### src/rtl/tcgr_pkg.sv
`timescale 1ns / 1ps
// ----------------------------------------------------------------------------
// tcgr_pkg
// Types and fixed constants shared by the text console glyph renderer.
// ----------------------------------------------------------------------------
package tcgr_pkg;

  // Glyph store: a fixed byte store addressed modulo its size.
  localparam int STORE_BYTES     = 32768;
  localparam int STORE_ADDR_BITS = $clog2(STORE_BYTES);

  // Glyph dimension limits applied to the configured sizes.
  localparam int MAX_GLYPH_WIDTH  = 32;
  localparam int MAX_GLYPH_HEIGHT = 32;

  // Queue sizes.
  localparam int CMDQ_DEPTH    = 4;
  localparam int CMDQ_PTR_BITS = $clog2(CMDQ_DEPTH);
  localparam int CMDQ_CNT_BITS = $clog2(CMDQ_DEPTH + 1);
  localparam int RESQ_DEPTH    = 4;
  localparam int RESQ_PTR_BITS = $clog2(RESQ_DEPTH);
  localparam int RESQ_CNT_BITS = $clog2(RESQ_DEPTH + 1);

  // Configuration port.
  localparam int CFG_INDEX_BITS = 3;
  localparam int CFG_DATA_BITS  = 13;
  localparam logic [CFG_INDEX_BITS-1:0] CFG_SCREEN_WIDTH     = 3'd0;
  localparam logic [CFG_INDEX_BITS-1:0] CFG_SCREEN_HEIGHT    = 3'd1;
  localparam logic [CFG_INDEX_BITS-1:0] CFG_GLYPH_WIDTH      = 3'd2;
  localparam logic [CFG_INDEX_BITS-1:0] CFG_GLYPH_HEIGHT     = 3'd3;
  localparam logic [CFG_INDEX_BITS-1:0] CFG_GLYPH_SIZE_BYTES = 3'd4;

  // Input operations and result kinds.
  localparam logic OP_CONSOLE    = 1'b0;
  localparam logic OP_FONT_WRITE = 1'b1;
  localparam logic KIND_ROW      = 1'b0;
  localparam logic KIND_CLEAR    = 1'b1;

  // Console control characters.
  localparam logic [7:0] CH_TAB      = 8'h09;
  localparam logic [7:0] CH_NEWLINE  = 8'h0A;
  localparam logic [7:0] CH_RETURN   = 8'h0D;
  localparam logic [7:0] CH_ESC_BG   = 8'hFE;
  localparam logic [7:0] CH_ESC_FG   = 8'hFF;

  localparam logic [31:0] FG_RESET = 32'h0000_FF00;

  typedef enum logic [2:0] {
    CMD_FONT_WR = 3'd0,
    CMD_SET_FG  = 3'd1,
    CMD_SET_BG  = 3'd2,
    CMD_NEWLINE = 3'd3,
    CMD_TAB     = 3'd4,
    CMD_RETURN  = 3'd5,
    CMD_CHECK   = 3'd6,
    CMD_GLYPH   = 3'd7
  } cmd_code_t;

  typedef struct packed {
    cmd_code_t                  code;
    logic [STORE_ADDR_BITS-1:0] addr;
    logic [31:0]                data;
  } cmd_t;

  typedef struct packed {
    logic        operation;
    logic [7:0]  data_byte;
    logic [14:0] font_address;
  } in_item_t;

  typedef struct packed {
    logic        kind;
    logic [11:0] pixel_x;
    logic [11:0] pixel_y;
    logic [31:0] row_bits;
    logic [31:0] fg_color;
    logic [31:0] bg_color;
    logic        last;
  } res_item_t;

  // Configuration as seen by the back end, sizes already limited.
  typedef struct packed {
    logic [12:0] screen_width;
    logic [12:0] screen_height;
    logic [5:0]  glyph_width;
    logic [5:0]  glyph_height;
    logic [7:0]  glyph_size_bytes;
    logic [2:0]  bytes_per_row;
  } cfg_t;

endpackage

### src/rtl/tcgr_cmd_queue.sv
`timescale 1ns / 1ps
// ----------------------------------------------------------------------------
// tcgr_cmd_queue
// Short command queue between the front end and the back end.
// ----------------------------------------------------------------------------
module tcgr_cmd_queue (
  input  logic           clk,
  input  logic           rst_n,
  input  logic           push,
  input  tcgr_pkg::cmd_t push_item,
  output logic           full,
  input  logic           pop,
  output tcgr_pkg::cmd_t head,
  output logic           empty
);
  import tcgr_pkg::*;

  cmd_t                     slots [CMDQ_DEPTH];
  logic [CMDQ_PTR_BITS-1:0] wr_ptr_r, rd_ptr_r;
  logic [CMDQ_CNT_BITS-1:0] count_r;
  logic                     do_push, do_pop;

  assign full    = (count_r == CMDQ_CNT_BITS'(CMDQ_DEPTH));
  assign empty   = (count_r == '0);
  assign do_push = push && !full;
  assign do_pop  = pop && !empty;
  assign head    = slots[rd_ptr_r];

  always_ff @(posedge clk) begin
    if (do_push) begin
      slots[wr_ptr_r] <= push_item;
    end
  end

  always_ff @(posedge clk) begin
    if (!rst_n) begin
      wr_ptr_r <= '0;
      rd_ptr_r <= '0;
      count_r  <= '0;
    end else begin
      if (do_push) begin
        wr_ptr_r <= wr_ptr_r + 1'b1;
      end
      if (do_pop) begin
        rd_ptr_r <= rd_ptr_r + 1'b1;
      end
      if (do_push && !do_pop) begin
        count_r <= count_r + 1'b1;
      end else if (do_pop && !do_push) begin
        count_r <= count_r - 1'b1;
      end
    end
  end

endmodule

### config.mk
export PLATFORM = sky130hd
export DESIGN_NAME = tcgr_cmd_queue
export DESIGN_NICKNAME = d
export VERILOG_FILES = /design/src/rtl/tcgr_pkg.sv /design/src/rtl/tcgr_cmd_queue.sv
export SDC_FILE = /design/constraint.sdc
export NUM_CORES = 1
export LEC_CHECK = 0
export BUFFER_PORTS_ARGS = -buffer_cell sky130_fd_sc_hd__buf_4
export CORE_ASPECT_RATIO = 1.2
export CORE_MARGIN = 5
export CORE_UTILIZATION = 40
export DETAILED_ROUTE_END_ITERATION = 12
export GPL_TIMING_DRIVEN = 0
export PLACE_DENSITY = 0.66
export SETUP_SLACK_MARGIN = 0.3
export SLEW_MARGIN = 40
export SYNTH_ARGS = -nofsm -noshare
export SYNTH_HDL_FRONTEND = slang
export SYNTH_SLANG_ARGS = --single-unit
### constraint.sdc
create_clock -name clk -period 5.1 [get_ports clk]
set_input_delay 0.255 -clock clk [delete_from_list [all_inputs] [get_ports clk]]
set_output_delay 0.255 -clock clk [all_outputs]
set_load 0.005 [all_outputs]
# Word-level counts from Yosys, hierarchy flattened
# Memories as Yosys holds them, arrays and structs flattened. A register that Yosys moved wholly into a read port is not among the register bits.
# Index checks and enable logic that the tools add are counted.
word_totals:
  register_bits: 7
  mem_bits_rw: 200
  output_inout_bits: 52
  wordCells: 25
  memories: 1
classes:
  n_addsub: 4
  eq_ne: 1
  mux: 6
  n_reduce_logical: 10
mem_list:
  columns: ["memory", "depth", "width", "rd", "rd_clocked_by_memory_dff", "wr", "line_no", "text"]
  rows:
  - ["slots", 4, 50, 1, 1, 1, "tcgr_cmd_queue.sv:18", "cmd_t slots [CMDQ_DEPTH];"]
op_table:
  columns: ["cell", "n"]
  rows:
  - ["$mux W3", 2]
  - ["$add A2 B1 Y2 const B", 2]
  - ["$logic_and A1 B1 Y1", 4]
  - ["$logic_not A1 Y1", 4]
  - ["$mux W2", 2]
  - ["$add A3 B1 Y3 const B", 1]
  - ["$eq A3 B3 Y1 const B", 1]
  - ["$logic_not A3 Y1", 1]
  - ["$sub A3 B1 Y3 const B", 1]
  - ["$mux W1", 2]
  - ["$reduce_bool A2 Y1", 1]

# Depth between registers and ports, before layout
# Gate-level depths: netlist of the first run.
depth:
  word_depth: 7
  ltp_mapped: 9
  mapped_depth_nobuf: 8

# Least setup slack after synthesis of the first run
# No wires, ideal clock.
synth_path:
  kind: "reg-to-reg"
  startpoint: "register count_r[0]"
  endpoint: "memory slots[0][0] (netlist bit), enable pin"
  setup_ns: 0.413
  arrival_ns: 2.011
  t_required_ns: 4.687
  path_slack_ns: 2.677
  stages_incl_launch_ff: 5
  n_path_buf: 1
  period_less_slack_ns: 2.423
  cell_sequence: "dfxtp_1 -> nor3b_2 -> nor2b_1 -> buf_6 -> and2_1"
synth_via:
  elab_chain_len: 5
synth_rtl:
  columns: ["item", "line_no", "text"]
  rows:
  - ["start, declared", "tcgr_cmd_queue.sv:20", "logic [CMDQ_CNT_BITS-1:0] count_r;"]
  - ["start signal, assigned", "tcgr_cmd_queue.sv:48", "count_r <= count_r + 1'b1;"]
  - ["start signal, assigned", "tcgr_cmd_queue.sv:50", "count_r <= count_r - 1'b1;"]
  - ["$eq A3 B3 Y1", "tcgr_cmd_queue.sv:23", "assign full = (count_r == CMDQ_CNT_BITS'(CMDQ_DEPTH));"]
  - ["named net full", "tcgr_cmd_queue.sv:11", "output logic full,"]
  - ["$logic_not A1 Y1", "tcgr_cmd_queue.sv:25", "assign do_push = push && !full;"]
  - ["$logic_and A1 B1 Y1", "tcgr_cmd_queue.sv:25", null]
  - ["named net do_push", "tcgr_cmd_queue.sv:21", "logic do_push, do_pop;"]
  - ["$mux W1", "tcgr_cmd_queue.sv:30", "if (do_push) begin"]
  - ["$mux W1 (not written as such)", "tcgr_cmd_queue.sv:31", "slots[wr_ptr_r] <= push_item;"]
  - ["end, declared", "tcgr_cmd_queue.sv:18", null]
# The timed path passes the listed nets, and every way through them passes these cells.

# Worst setup path after layout of the first run
layout_path:
  startpoint: "register count_r[0]"
  endpoint: "register count_r[2]"
layout_via:
  elab_chain_len: 6
layout_rtl:
  columns: ["item", "line_no", "text"]
  rows:
  - ["$eq A3 B3 Y1 *", "tcgr_cmd_queue.sv:23", null]
  - ["$logic_not A1 Y1 *", "tcgr_cmd_queue.sv:25", null]
  - ["$logic_and A1 B1 Y1 *", "tcgr_cmd_queue.sv:25", null]
  - ["named net do_push", "tcgr_cmd_queue.sv:21", null]
  - ["$logic_not A1 Y1", "tcgr_cmd_queue.sv:49", "end else if (do_pop && !do_push) begin"]
  - ["$logic_and A1 B1 Y1", "tcgr_cmd_queue.sv:49", null]
  - ["$reduce_bool A2 Y1 (no source line)", null, null]
# Mark *: on every way through the listed nets, which the timed path passes. The rest lies on a longest branch. The select of a mux whose other input is x is not followed.
# A chain may end at the register's enable or synchronous reset.

==> results of run 1 <==
-- routing by layer --
metal	routed length, um	track usage	share of wire
met1	5640	0.165	0.39
met2	7850	0.239	0.54
met3	605	0.0247	0.042
met4	306	0.0408	0.021
met5	7	0	0.00049
-- per-stage QoR --
step	setup WS (ns)	util
after CTS	2.74	0.530
final	2.77	0.530
after detailed placement	2.77	0.471
after floorplan	2.68	-
after global placement	1.66	0.467
after global routing	2.62	0.530
-- cell type report --
cell class                      instances  share of cell area
Clock inverter                          7             0.00547
Multi-Input combinational cell         84               0.141
Inverter                                3             0.00112
Tap cell                              256              0.0318
Timing Repair Buffer                  158               0.135
Clock buffer                           28              0.0549
Buffer                                 14              0.0154
Sequential cell                       209               0.615
-- where the power goes --
group          switching, mW  internal [mW]
registers             0.0557           2.08
clock network          0.564          0.804
logic                  0.507          0.723
-- Yosys cell counts --
library cell  instances
inv_1                 3
nand2_1               4
buf_2                 5
ha_1                  5
nor3_1                1
buf_12                5
o31ai_2               1
o21ai_0               1
xnor2_1               3
mux4_2               50
buf_6                 2
buf_1                 1
fa_1                  1
xor2_1                1
or3_1                 1
edfxtp_1            200
nor3b_2               1
mux2i_1               3
o311ai_1              1
nor2b_1               2
clkbuf_1              1
a21boi_0              1
and2_1                8
dfxtp_1               9
-- cell families after synthesis --
logic type,Yosys count,share of synthesized area
AOI/OAI and AO/OA,4,0.00435
DFF,209,0.797
and+or+nand+nor,17,0.0131
adders and majority gates,6,0.0106
buffers and inverters,17,0.0214
muxes,53,0.149
xor gates and xnor gates,4,0.00451
-- how the worst min path moves through the flow --
stage	from	to	depth (start not counted)
finish	rst_n	wr_ptr_r[1]	3
global route	rst_n	rd_ptr_r[0]	2
CTS	rst_n	wr_ptr_r[1]	3
detailed placement	push_item[34]	slots[0][34]	1
global placement	push_item[11]	slots[0][11]	1
floorplan	push_item[0]	slots[0][0]	0
-- sequential cells by signal (all words and copies together) (netlist names), named ones only --
register  cells
wr_ptr_r      2
count_r       3
slots       200
rd_ptr_r      2
-- worst max-delay path: stages (launching register included) --
cell and delay [ns]:
dfxtp_1 0.50, nor3b_2 0.09, nor2b_1 0.17, buf_6 0.15, ha_1 0.20, inv_1 0.07
fa_1 0.38, xor2_1 0.16, or3_1 0.31, a21boi_0 0.21
-- repair_timing --
action | in CTS | in global routing
resized for setup | 0 | 0
hold buffers | 50 | 0
endpoints found under the hold margin | 200 | 0
==> impl_metrics.ini, run 1 <==
[global_routing]
grt_pass1_wl_um = 22900
grt_pass1_vias = 4149
grt_usage = 0.134
grt_overflow_total = 0
antenna_found_initial = 1
grt_start_max_net_pins = 32

[placement]
gp_congestion = 0.685
hpwl_um = 8890
place_inst = 674
portBuffers = 104
place_area_um2 = 8950

[synth]
synth_area_leaders = edfxtp_1 77%, mux4_2 15%, dfxtp_1 2.3%, buf_12 1.3%, ha_1 0.81%
yosysWarnings = 0
synth_nets = 370
avgSynthCellArea_um2 = 25.0
ys_seq_elements = 209
yosysTopAreaCellShare = 0.774
ys_seq_area_frac = 0.797
synth_top_cell_by_area = edfxtp_1
synth_cell_types = 24
netlist_area_um2 = 7760
synthCells = 310

[final_layout]
layout.cells.most_common = edfxtp_1
area_growth_pct = 29.6
final_cell_mix = 200 x edfxtp_1, 104 x buf_4, 50 x mux4_2, 50 x dlygate4sd3_1, 21 x clkbuf_16
post-route-cell-area_um2 = 10100
num-nets-final = 551
regArea_um2 = 6190
fin_cells = 759
fill_cells = 1544
drive_gt1_frac = 0.398
multi_input_area_um2 = 1420
num_antenna_cells = 0

[setup_path]
worstRegToRegCells = 9
critPathCapture = count_r[2]
endpoint_kind = flop
critPathKind = reg2reg
arrival_ns = 2.72
reg2reg_setup_slack_ns = 2.77
cp_max_fo = 7
crit_start = count_r[0]
reg2reg_to = count_r[2]
r2r-start = count_r[0]
worst_setup_path_start_kind = flop
critPathRequiredTime_ns = 5.49

[power]
powerDensity_nw_per_um2 = 471
irDropWorstVdd_mv = 0.241
total_power_mw = 4.74
cellLeakagePower_nw = 3.43

[timing]
drv_slew = 0
hold_viol_final = 0
tns_ns = 0
slew-limit-headroom = 0.750
tightest_slew_ns = 0.375
fin_crit_sh = 0.457
max_freq_mhz = 429
finClkSkew_ns = 0.00553
grt_setup_unrepaired = false
layout_min_cycle_time_ns = 2.33
whs_ns = 0.192
setup_viol = 0

[floorplan]
die_h_um = 163
dieArea_um2 = 22300
chipWidth_um = 137
rows = 55
coreArea_um2 = 19000
design.portCount = 106
start_util = 0.409

[drt]
ant_nets = 0
drt_wl_total_um = 14400
viasPerCell = 4.86
drtPass1Iterations = 4
drt_iter0_drc = 178
vias = 3685
remaining_drc_errors = 0
wl_per_cell_um = 19.0

[clock_tree]
cts_made_buffers = 21
clock_sinks = 209
cts_setup_buffers = 0
clkTransAtPathRegs_ns = 0.06
htreeDepth = 1
cts_tree = built
clk_root_buffer_cell = clkbuf_16
clk_latency_ns = 0.48
clock_path_buffers = 3

[run]
max_cap_violations = 0

[min_path]
min_path_type = in2reg

[run_status]
status = finished clean
Note: power is estimated with default switching activity, not from simulation.
==> run 2, diff against run 1 <==
Settings changed: ABC_AREA set to 1.
Clock period 5.1 ns to 2.26 ns, I/O delays scaled along.
==> run 2 against run 1 <==
  * Register-to-register slack worse by 2.4 ns
  * Clock skew up 0.0031 ns
  * Combinational power grew to 2.7 times the previous value
  * Area after synthesis up 3.6%
  * Critical path type unchanged
  * Largest cell class unchanged
==> impl_metrics.ini, run 2 <==
[clock_tree]
cts_made_buffers = 21
clkTransAtPathRegs_ns = 0.06
clock_sinks = 209
htreeDepth = 1
clk_latency_ns = 0.49
clk_root_buffer_cell = clkbuf_16
clock_path_buffers = 3
cts_tree = built

[synth]
synthCells = 553
yosysTopAreaCellShare = 0.747
ys.flop_type = edfxtp_1
synth_top_family_by_area = compound AO/OA/AOI/OAI gates
netlist_area_um2 = 8040
synth_fa_ha_area_frac = 0.0103
avgSynthCellArea_um2 = 14.5
muxShareOfSynthArea = 0
synth_common_cells = 200 x edfxtp_1, 113 x nor2_1, 60 x o21ai_1
yosysMostFrequentCell = edfxtp_1
ys_seq_elements = 209
ys_seq_area_frac = 0.769
synth-edff-count = 200
synth_top_cell_by_area = edfxtp_1
synth-compound-area-share = 0.104
synth-async-reset-ratio = 0
synthSimpleGateAreaFrac = 0.0643
synth_nets = 613
yosysWarnings = 0
synth_cell_types = 24
synth_xor_area_frac = 0.00109
synth_area_leaders = edfxtp_1 75%, nor2_1 5.3%, o22ai_1 3.9%, o21ai_1 3.7%, o21ai_0 2.6%

[power]
irDropWorstVdd_mv = 0.636
powerDensity_nw_per_um2 = 1050
cellLeakagePower_nw = 3.86

[run]
max_cap_violations = 0

[drt]
drtPass1Iterations = 5
wl_per_cell_um = 18.2
drt_wl_total_um = 18700
viasPerCell = 5.09
ant_nets = 0
drt_iter0_drc = 283
remaining_drc_errors = 0
vias = 5214

[placement]
portBuffers = 105
gp_congestion = 0.766
place_inst = 931
hpwl_um = 12100

[setup_path]
critPathSlowestCell = fa_1
cp_cell_sequence = nor2_2, nand2_2, nand2_4, inv_2, ha_1, inv_2, fa_1, o21ai_0, nor2_1
path_delay_family = adder cells
cpPeakStageDelay_ns = 0.41
worst_setup_path_start_kind = flop
crit_top_cell = inv_2
cp_max_fo = 4
endpoint_kind = flop
critPathKind = reg2reg
critPathRequiredTime_ns = 2.64
critPathBufInv = 2
arrival_ns = 2.27

[final_layout]
fill_cells = 1605
num_antenna_cells = 0
area_growth_pct = 32.2
final_cell_mix = 200 x edfxtp_1, 116 x buf_4, 108 x nor2_1
final_core_util = 0.540
regArea_um2 = 6190
num-nets-final = 812
largest_register_ffs = 200
reg_top3 = slots (200), count_r (3)
layout.cells.most_common = edfxtp_1
multi_input_area_um2 = 1480
drive_gt1_frac = 0.253
regMostFlops = slots
fin_cells = 1025

[timing]
drv_slew = 0
max_freq_mhz = 529
fin_crit_sh = 0.836
finClkSkew_ns = 0.00867
tightest_slew_ns = 0.556
slew-limit-headroom = 0.629
grt_setup_unrepaired = true
setup_viol = 0
layout_min_cycle_time_ns = 1.89
hold_viol_final = 0

[global_routing]
grt_pass1_vias = 5502
grt_overflow_total = 0
grt_usage = 0.158
grt_pass1_wl_um = 28900
antenna_found_initial = 0
grt_start_max_net_pins = 18

[min_path]
min_path_type = in2reg

[floorplan]
design.portCount = 106
rows = 56
die_h_um = 165
start_util = 0.408
chipWidth_um = 139
dieArea_um2 = 23000
coreArea_um2 = 19700

[run_status]
status = finished clean
## run 2: changes by cell type after synthesis, sizes merged, moves of 8 or more
cell / change
o22ai: +50
o21ai: +100
nor2: +114
buf: +17
nand2: +11
mux4: -50
and2: -8
inv: +15
## run 2: what timing repair did
action | 4_1_cts | 5_1_grt
setup endpoints to repair | 53 | 24
resized for setup | 3 | 5
endpoints found under the hold margin | 209 | 0
pin swaps | 2 | 0
buffers inserted | 6 | 0
hold buffers | 53 | 0
## run 2: metal layers
layer,track usage,share of wire,up-vias
met3,0.0374,0.063,31
met1,0.192,0.41,2562
met2,0.285,0.51,167
met4,0.0418,0.018,0
met5,0,0,-
li1,-,-,2454
## run 2: cells by family (layout without fill, tap and decap cells)
logic type	Yosys count	in the layout
compound gates	154	154
xor+xnor	1	1
simple gates	134	134
buf+inv	49	260
flops	209	209
fa+ha+maj	6	6
## run 2: cell type report
type                            count  area share
Multi-Input combinational cell    295       0.140
Buffer                             31      0.0307
Timing Repair Buffer              176       0.154
Inverter                           18     0.00754
Sequential cell                   209       0.582
Clock buffer                       27      0.0516
Clock inverter                      8     0.00389
Tap cell                          261      0.0307
## run 2: stage by stage
stage	hold slack [ns]	power [mW]	worst slack, ns	area (um2)	setup TNS, ns
2_1_floorplan	0.212	6.55	-0.132	8050	-26.38
3_3_place_gp	0.311	7.92	-1.29	9160	-248.50
3_5_place_dp	0.317	8.15	0.233	9450	0
4_1_cts	0.338	11.3	0.334	10600	0
5_1_grt	0.361	11.8	0.249	10600	0
6_report	0.367	11.2	0.370	10600	0
## run 2: report_power, final
part	switching [mW]	internal, mW	total (mW)
clock network	1.33	1.70	3.04
registers	0.127	4.71	4.83
logic	1.76	1.56	3.32
## run 2: worst paths after layout
| path | from | end | slack, ns | depth (start not counted) |
|---|---|---|---|---|
| max | count_r[1] | count_r[1] | 0.37 | 9 |
| min | push_item[47] | slots[1][47] | 0.37 | 2 |
| max reg2reg | count_r[1] | count_r[1] | 0.37 | 9 |
| min reg2reg | rd_ptr_r[1] | flop | 0.50 | 2 |
## run 2: worst reg2reg max path, cell delays in order, from the launching register on
cell and delay, ns:
dfxtp_1 0.34, nor2_2 0.19, nand2_2 0.12, nand2_4 0.12, inv_2 0.06, ha_1 0.21, inv_2 0.07, fa_1 0.41
o21ai_0 0.19, nor2_1 0.07
==> run 3, diff against run 2 <==
Settings changed: PLACE_DENSITY 0.66 to 0.68.
Clock period 2.26 ns to 1.68 ns, I/O delays scaled along.
==> run 3 against run 2 <==
  * The run now ends with setup timing left
  * Non-clock buffer count grew 62
  * Critical endpoint is now head[36]
  * Die area is the same
  * Combinational power grew 83%
  * Largest cell class unchanged
  * Critical path type is now reg2out
  * Critical path depth shrank 4
  * Cell count grew 6.1%
==> impl_metrics.ini, run 3 (same netlist as run 2, synthesis figures left out) <==
[final_layout]
area_growth_pct = 50.4
post-route-cell-area_um2 = 12100
drive_gt1_frac = 0.386
num_antenna_cells = 0
regMostFlops = slots
final_cell_mix = 200 x edfxtp_1, 128 x buf_4, 100 x nor2_1
largest_register_ffs = 200
layout.cells.most_common = edfxtp_1
multi_input_area_um2 = 1730
reg_top3 = slots (200), count_r (3)
fill_cells = 1408
fin_cells = 1088
num-nets-final = 874
regArea_um2 = 6200

[floorplan]
design.portCount = 106
coreArea_um2 = 19700
chipWidth_um = 139
dieArea_um2 = 23000
die_h_um = 165
rows = 56
start_util = 0.408

[timing]
layout_min_cycle_time_ns = 1.74
max_freq_mhz = 575
hold_viol_final = 0
finClkSkew_ns = 0.0148
fin_ws_ns = -0.0606
whs_ns = 0.329
tns_ns = -0.897
grt_setup_unrepaired = true
drv_slew = 0
slew-limit-headroom = 0.823
tightest_slew_ns = 0.262
setup_viol = 36
fin_crit_sh = 1.04

[drt]
viasPerCell = 5.19
vias = 5644
drt_wl_total_um = 21900
remaining_drc_errors = 0
drt_iter0_drc = 327
wl_per_cell_um = 20.1
drtPass1Iterations = 4
ant_nets = 0

[min_path]
hp-start = push_item[39]
min_path_type = in2reg
min_to = slots[3][39]
holdPathStages = 2

[setup_path]
critPathKind = reg2out
critPathSlowestCell = dfxtp_2
reg2reg_setup_slack_ns = 0
cp_cell_sequence = buf_12, buf_6, o21ai_0, o22ai_2, buf_4
r2r-start = count_r[1]
arrival_ns = 1.66
reg2reg_to = slots[2][19]
cp_max_fo = 10
worst_setup_path_start_kind = flop
worstRegToRegCells = 9
critPathRequiredTime_ns = 1.60
endpoint_kind = output pin
cpPeakStageDelay_ns = 0.33

[global_routing]
antenna_found_initial = 0
grt_pass1_wl_um = 32700
grt_usage = 0.181
grt_pass1_vias = 6038
grt_start_max_net_pins = 19
grt_overflow_total = 0

[placement]
place_area_um2 = 9510
portBuffers = 105
preCtsSetupSlack_ns = -0.101
place_inst = 933
gp_congestion = 0.727
hpwl_um = 11800

[run_status]
violations = setup timing
status = finished with violations

[power]
irDropWorstVdd_mv = 1.03
powerDensity_nw_per_um2 = 1410
cellLeakagePower_nw = 4.49

[clock_tree]
cts_made_buffers = 21
clkTransAtPathRegs_ns = 0.06
clock_sinks = 209
cts_tree = built
clk_root_buffer_cell = clkbuf_16
htreeDepth = 1
clk_latency_ns = 0.50
clock_path_buffers = 3

[run]
max_cap_violations = 0
[run 3: cell count changes in the layout (fill, tap and decap cells not counted), sizes merged]
cell          previous run  this run
buf                    152       208
bufinv                   0         2
clkbuf                  29        33
dlymetal6s2s             0         1
[run 3: stage by stage]
step	total power [mW]	util
2_1_floorplan	8.86	-
3_3_place_gp	10.7	0.468
3_5_place_dp	11.0	0.483
4_1_cts	16.7	0.592
5_1_grt	17.9	0.614
6_report	17.1	0.614
[run 3: worst max-delay path by stage]
stage,startpoint,cells after the start,to,slack [ns]
after floorplan,count_r[0],4,slots[0][0],-0.11
after CTS,flop,5,head[46],-0.09
after detailed placement,count_r[1],12,count_r[2],-0.10
final,flop,5,head[36],-0.06
after global routing,flop,5,head[36],-0.13
after global placement,count_r[0],4,slots[0][23],-0.73
[run 3: repair_timing]
action                     CTS  global route
setup endpoints to repair  244           253
pin swaps                   13            11
gates cloned                 8             7
setup buffers               41            10
hold buffers                53             0
gates resized for setup     83            58
hold endpoints to repair   209             0
[run 3: worst max-delay path: cells and delay by family, from the launching register on]
family                 cells  cell delay [ns]
AOI/OAI and AO/OA          2             0.38
DFF                        1             0.33
buffers and inverters      3             0.44
[run 3: power by group]
part           internal, mW  switching [mW]  total, mW  leakage, nW
Combinational          3.15            2.91       6.06         2.27
Sequential             6.35           0.189       6.54         1.91
Clock                  2.60            1.88       4.48        0.314
Total                  12.1            4.98       17.1         4.49
[run 3: area by class of cell]
cell class | count | area share
plain buffers | 31 | 0.0308
flip-flops and latches | 209 | 0.513
inverters | 18 | 0.00797
clock inverters | 10 | 0.00849
clock buffers | 26 | 0.0450
well taps | 261 | 0.0270
multi-input cells | 295 | 0.143
repair buffers | 238 | 0.225
[run 3: metal layers]
| layer | GRT usage | share of wire | vias to the layer above |
|---|---|---|---|
| met5 | 0 | 0 | - |
| met4 | 0.0578 | 0.027 | 0 |
| met3 | 0.0380 | 0.068 | 52 |
| met2 | 0.319 | 0.51 | 218 |
| met1 | 0.225 | 0.40 | 2790 |
| li1 | - | - | 2584 |
